==> config.mk <==
export PLATFORM = sky130hd
export DESIGN_NAME = ppdf_ctrl
export DESIGN_NICKNAME = d
export VERILOG_FILES = /design/src/hdl/periodic_pair_distance_finder_defines.svh /design/src/hdl/ppdf_pkg.sv /design/src/hdl/ppdf_ctrl.sv
export SDC_FILE = /design/constraint.sdc
export NUM_CORES = 1
export LEC_CHECK = 0
export BUFFER_PORTS_ARGS = -buffer_cell sky130_fd_sc_hd__buf_2
export CAP_MARGIN = 20
export CORE_ASPECT_RATIO = 1.5
export CORE_MARGIN = 3
export CORE_UTILIZATION = 25
export DETAILED_ROUTE_END_ITERATION = 7
export MAX_ROUTING_LAYER = met4
export PLACE_DENSITY = 0.5
export SLEW_MARGIN = 15
export SYNTH_ARGS = -nofsm -noshare
export SYNTH_HDL_FRONTEND = slang
export SYNTH_SLANG_ARGS = --single-unit
==> constraint.sdc <==
create_clock -name clock -period 2.7 [get_ports clock]
set_clock_uncertainty 0.15 [all_clocks]
set_input_delay 0.135 -clock clock [delete_from_list [all_inputs] [get_ports clock]]
set_output_delay 0.135 -clock clock [all_outputs]
set_load 0.1 [all_outputs]
==> src/hdl/periodic_pair_distance_finder_defines.svh <==
// ---------------------------------------------------------------------------
// Periodic pair distance finder assertion macros
// Shared concurrent assertion forms for the pair finder.
// ---------------------------------------------------------------------------
`ifndef PERIODIC_PAIR_DISTANCE_FINDER_DEFINES_SVH
`define PERIODIC_PAIR_DISTANCE_FINDER_DEFINES_SVH

// same-cycle implication
`define PPDF_ASSERT_NOW(lbl, clk, rst, ante, cons, msg) \
   lbl: assert property (@(posedge clk) disable iff (rst) (ante) |-> (cons)) else $error(msg);

// next-cycle implication
`define PPDF_ASSERT_NEXT(lbl, clk, rst, ante, cons, msg) \
   lbl: assert property (@(posedge clk) disable iff (rst) (ante) |=> (cons)) else $error(msg);

`endif

==> src/hdl/ppdf_pkg.sv <==
// ---------------------------------------------------------------------------
// Pair finder package
// Widths, register indexes and controller/datapath interface types.
// ---------------------------------------------------------------------------
`default_nettype none
package ppdf_pkg;
   localparam int MAX_HALOS = 64;
   localparam int POS_W     = 28;
   localparam int ID_W      = 31;
   localparam int CNT_PW    = 31;
   localparam int ADDR_W    = $clog2(MAX_HALOS);
   localparam int CNT_W     = ADDR_W + 1;
   localparam int DIFF_W    = POS_W + 2;
   localparam int SQ_W      = 2 * POS_W;
   localparam int SUM_W     = SQ_W + 2;
   localparam int ROOT_W    = SUM_W / 2;
   localparam int DIST_W    = 29;
   localparam int CSR_IDX_W = 3;
   localparam int CSR_DAT_W = 31;

   typedef enum logic [CSR_IDX_W-1:0] {
      CSR_BOX_LENGTH    = 3'd0,
      CSR_PERIODIC_EN   = 3'd1,
      CSR_LEN_MIN       = 3'd2,
      CSR_LEN_MAX       = 3'd3,
      CSR_MIN_PARTICLES = 3'd4
   } csr_index_type;

   typedef struct packed {
      logic              load;
      logic              wr;
      logic [ADDR_W-1:0] wr_addr;
      logic              full;
      logic              rd_vld;
      logic [ADDR_W-1:0] rd_addr;
      logic              fin;
   } cmd_type;

   typedef struct packed {
      logic skip;
      logic adv;
      logic pipe_busy;
      logic out_free;
   } sts_type;
endpackage
`default_nettype wire

==> src/hdl/ppdf_ctrl.sv <==
// ---------------------------------------------------------------------------
// Pair finder controller
// Accepts requests, keeps the store count and sequences the store walk.
// ---------------------------------------------------------------------------
`default_nettype none
module ppdf_ctrl (
   input  wire logic             clock,
   input  wire logic             reset,
   input  wire logic             req_valid,
   input  wire logic             req_restart,
   output logic                  req_stall,
   input  wire ppdf_pkg::sts_type sts,
   output ppdf_pkg::cmd_type     cmd
);
   typedef enum logic [3:0] {
      ST_IDLE  = 4'b0001,
      ST_ISSUE = 4'b0010,
      ST_DRAIN = 4'b0100,
      ST_FINAL = 4'b1000
   } state_type;

   state_type                     state_ff, state_in;
   logic [ppdf_pkg::CNT_W-1:0]    count_ff, count_in;
   logic [ppdf_pkg::ADDR_W-1:0]   addr_ff, addr_in;
   logic [ppdf_pkg::ADDR_W-1:0]   lastaddr_ff, lastaddr_in;
   logic [ppdf_pkg::CNT_W-1:0]    cnt_sel;
   logic                          accept, full;

   assign req_stall = (state_ff != ST_IDLE);
   assign accept    = (state_ff == ST_IDLE) && req_valid;
   assign cnt_sel   = req_restart ? '0 : count_ff;
   assign full      = (cnt_sel == ppdf_pkg::CNT_W'(ppdf_pkg::MAX_HALOS));

   always_comb begin
      state_in    = state_ff;
      count_in    = count_ff;
      addr_in     = addr_ff;
      lastaddr_in = lastaddr_ff;
      cmd         = '0;
      case (state_ff)
         ST_IDLE: begin
            if (accept) begin
               cmd.load    = 1'b1;
               cmd.full    = full && !sts.skip;
               cmd.wr      = !full && !sts.skip;
               cmd.wr_addr = cnt_sel[ppdf_pkg::ADDR_W-1:0];
               addr_in     = '0;
               lastaddr_in = ppdf_pkg::ADDR_W'(cnt_sel - 1'b1);
               if (sts.skip || full) count_in = cnt_sel;
               else count_in = cnt_sel + 1'b1;
               if (sts.skip || cnt_sel == '0) state_in = ST_FINAL;
               else state_in = ST_ISSUE;
            end
         end
         ST_ISSUE: begin
            cmd.rd_vld  = sts.adv;
            cmd.rd_addr = addr_ff;
            if (sts.adv) begin
               if (addr_ff == lastaddr_ff) state_in = ST_DRAIN;
               else addr_in = addr_ff + 1'b1;
            end
         end
         ST_DRAIN: begin
            if (!sts.pipe_busy) state_in = ST_FINAL;
         end
         ST_FINAL: begin
            cmd.fin = 1'b1;
            if (sts.out_free) state_in = ST_IDLE;
         end
         default: state_in = ST_IDLE;
      endcase
   end

   always_ff @(posedge clock) begin
      if (reset) begin
         state_ff <= ST_IDLE;
         count_ff <= '0;
      end else begin
         state_ff <= state_in;
         count_ff <= count_in;
      end
   end

   always_ff @(posedge clock) begin
      addr_ff     <= addr_in;
      lastaddr_ff <= lastaddr_in;
   end
endmodule
`default_nettype wire

==> run metrics <==
status=finished, final reports clean; RePlAce Congestion=0.775; Slowest Stage Delay on Critical Path=0.51 ns; Post-synth EDFFs=12; fmax=398 MHz; WP data required=2.41 ns; first-pass GRT wire length=5.66 mm; setup violators final=0; area grow syn2layout=17.8%; Hold Crit Class=input pin to flip-flop; TNS Setup=0 ns; Residual DRC=0; area occupied by multi-input gates=875 sq um; main flop type after synthesis=edfxtp_1; Hold WS=0.0648 ns; CTS H-tree lvls=1; CTS Sinks=23; die width=69.3 um; Max Cap Viol=0; post-synthesis async set-or-reset flop share=0; Routed WL per cell=12.8 um; Final Critical Period=2.51 ns; Pwr Density=851 mW/mm^2; sequential area share after synthesis=0.386; # IOs=26; Final Hold Vio Count=0; Site Rows=34; fin. max-slew vios=0; GR Overflow Total=0; share of cells above drive strength 1=0.235; CP Cell Sequence=nor4b_4 > nand2_1 > nor2_1 > and2_1 > clkbuf_4; total iterations of the first detailed-routing run=4; post-synthesis cell area=0.00150 sq mm; Pleak=0.675 nW; detailed placer's ending HPWL=2.63 mm; fin nets=200; most frequent cells in the layout=21 x buf_2, 18 x nor2_1, 12 x nand2_1, 12 x and2_1, 12 x edfxtp_1; most common cell after layout, fill and taps aside=buf_2; critical path type=flip-flop to output port; crit path capture type=output port; Syn Nets=175; critical path launch point type=flip-flop; fillers=613; Clock Tree Root=clkbuf_8; Mapped Cells=163; Yosys Warn Count=0; FF/Latch Area=581 sq um; Vias/cell=4.70; 1st-iter DRT viols=54; final cell count without fillers=259; core area=0.00583 sq mm; Worst EP arrival=2.23 ns; CTS tree=yes; Reg2Reg Setup Slack=0.65 ns; placed insts=255; actual slew at the worst max-slew pin=0.547 ns; dpl ws=0.396 ns; Yosys cell types=43; IR Drop Worst-Case VDD=0.000207 V; critical path's slowest cell=dfxtp_1; RSZ-0062 raised after global routing=false; postcts setup bufs=0; final worst-path cycle share=0.931; die footprint=0.00700 sq mm; worst skew pair latency=0.26 ns; post-CTS sizing=0; Slew Limit Headroom=0.632; Total Routing Usage GR=0.101; setup ws final=0.187 ns; largest net degree at the start of global routing=17; Routed Antenna Nets=0; Vias=1217; number of CTS-inserted buffers=3; synthesized area per cell=9.22 sq um; IO buf count=25; Synth Register Bits=23; initial antenna violation count=0; final WL=3.33 mm; cts hold-fix bufs=0; Clock Tree Buf Depth=2; number of diodes=0; Die H=101 um; initial core utilization=0.258; vias in the first global route=1202; Max FO, Critical Path=9; clock slew seen by the registers of the worst setup and hold paths=0.08 ns
-- synth_stat cells, types with 4 or more instances --
library cell | instances | area (sq um)
xnor2_1 | 9 | 78.8
inv_1 | 6 | 22.5
buf_2 | 4 | 20.0
dfxtp_1 | 11 | 220
o21ai_0 | 8 | 40.0
a21oi_1 | 11 | 55.1
and2_1 | 12 | 75.1
nand2b_1 | 5 | 31.3
edfxtp_1 | 12 | 360
nand3_1 | 6 | 30.0
xor2_1 | 7 | 61.3
nand2_1 | 12 | 45.0
nor2_1 | 18 | 67.6
ha_1 | 4 | 50.1
-- registers in the layout, summed over array words and instances (netlist names) --
signal / cells
lastaddr_ff: 6
count_ff: 7
state_ff: 4
addr_ff: 6
-- cells by family (layout without fill, tap and decap cells) --
group,count (synthesis),in the layout,share of synthesized area
xor+xnor,16,16,0.0933
flops,23,23,0.386
mux,1,1,0.00749
fa+ha+maj,4,4,0.0333
buf+inv,14,38,0.0450
compound gates,31,31,0.140
simple gates,74,74,0.295
-- routing by layer --
layer  vias to the layer above  routed length (um)  GRT usage
met5                         -                   0          -
met4                         0                  59     0.0406
met3                         4                  93     0.0110
met2                        30                1750      0.182
met1                       562                1420      0.115
li1                        621                   -          -
-- stage by stage --
step	util	area (sq um)	power [W]
finish	0.304	1770	0.00151
detailed placement	0.294	1710	0.00132
global placement	0.294	1710	0.00132
floorplan	-	1520	0.00118
global route	0.304	1770	0.00161
CTS	0.302	1760	0.00153
-- power breakdown --
| group | leakage [nW] | internal, W | switching [W] | total, W |
|---|---|---|---|---|
| Sequential | 0.192 | 0.000479 | 0.000118 | 0.000597 |
| Combinational | 0.457 | 0.000208 | 0.000491 | 0.000699 |
| Clock | 0.0255 | 0.000103 | 0.000108 | 0.000211 |
-- worst paths after layout --
path	from	end	cells past startpoint
worst max-delay path	state_ff[0]	cmd[14]	5
worst min-delay path	reset	count_ff[6]	2
worst max register to register	addr_ff[0]	addr_ff[1]	4
worst min register to register	count_ff[1]	count_ff[1]	2
-- critical path: cells and delay by family (launching register included) --
kind          cells  cell delay (ns)
flops             1             0.51
simple gates      4             1.13
buf+inv           1             0.33
-- cell type report --
cell class,instances,area share
well taps,72,0.0509
flip-flops and latches,23,0.328
multi-input cells,126,0.494
repair buffers,27,0.0848
clock buffers,3,0.0233
inverters,7,0.0163
clock inverters,1,0.00283
Note: power is estimated with default switching activity, not from simulation.
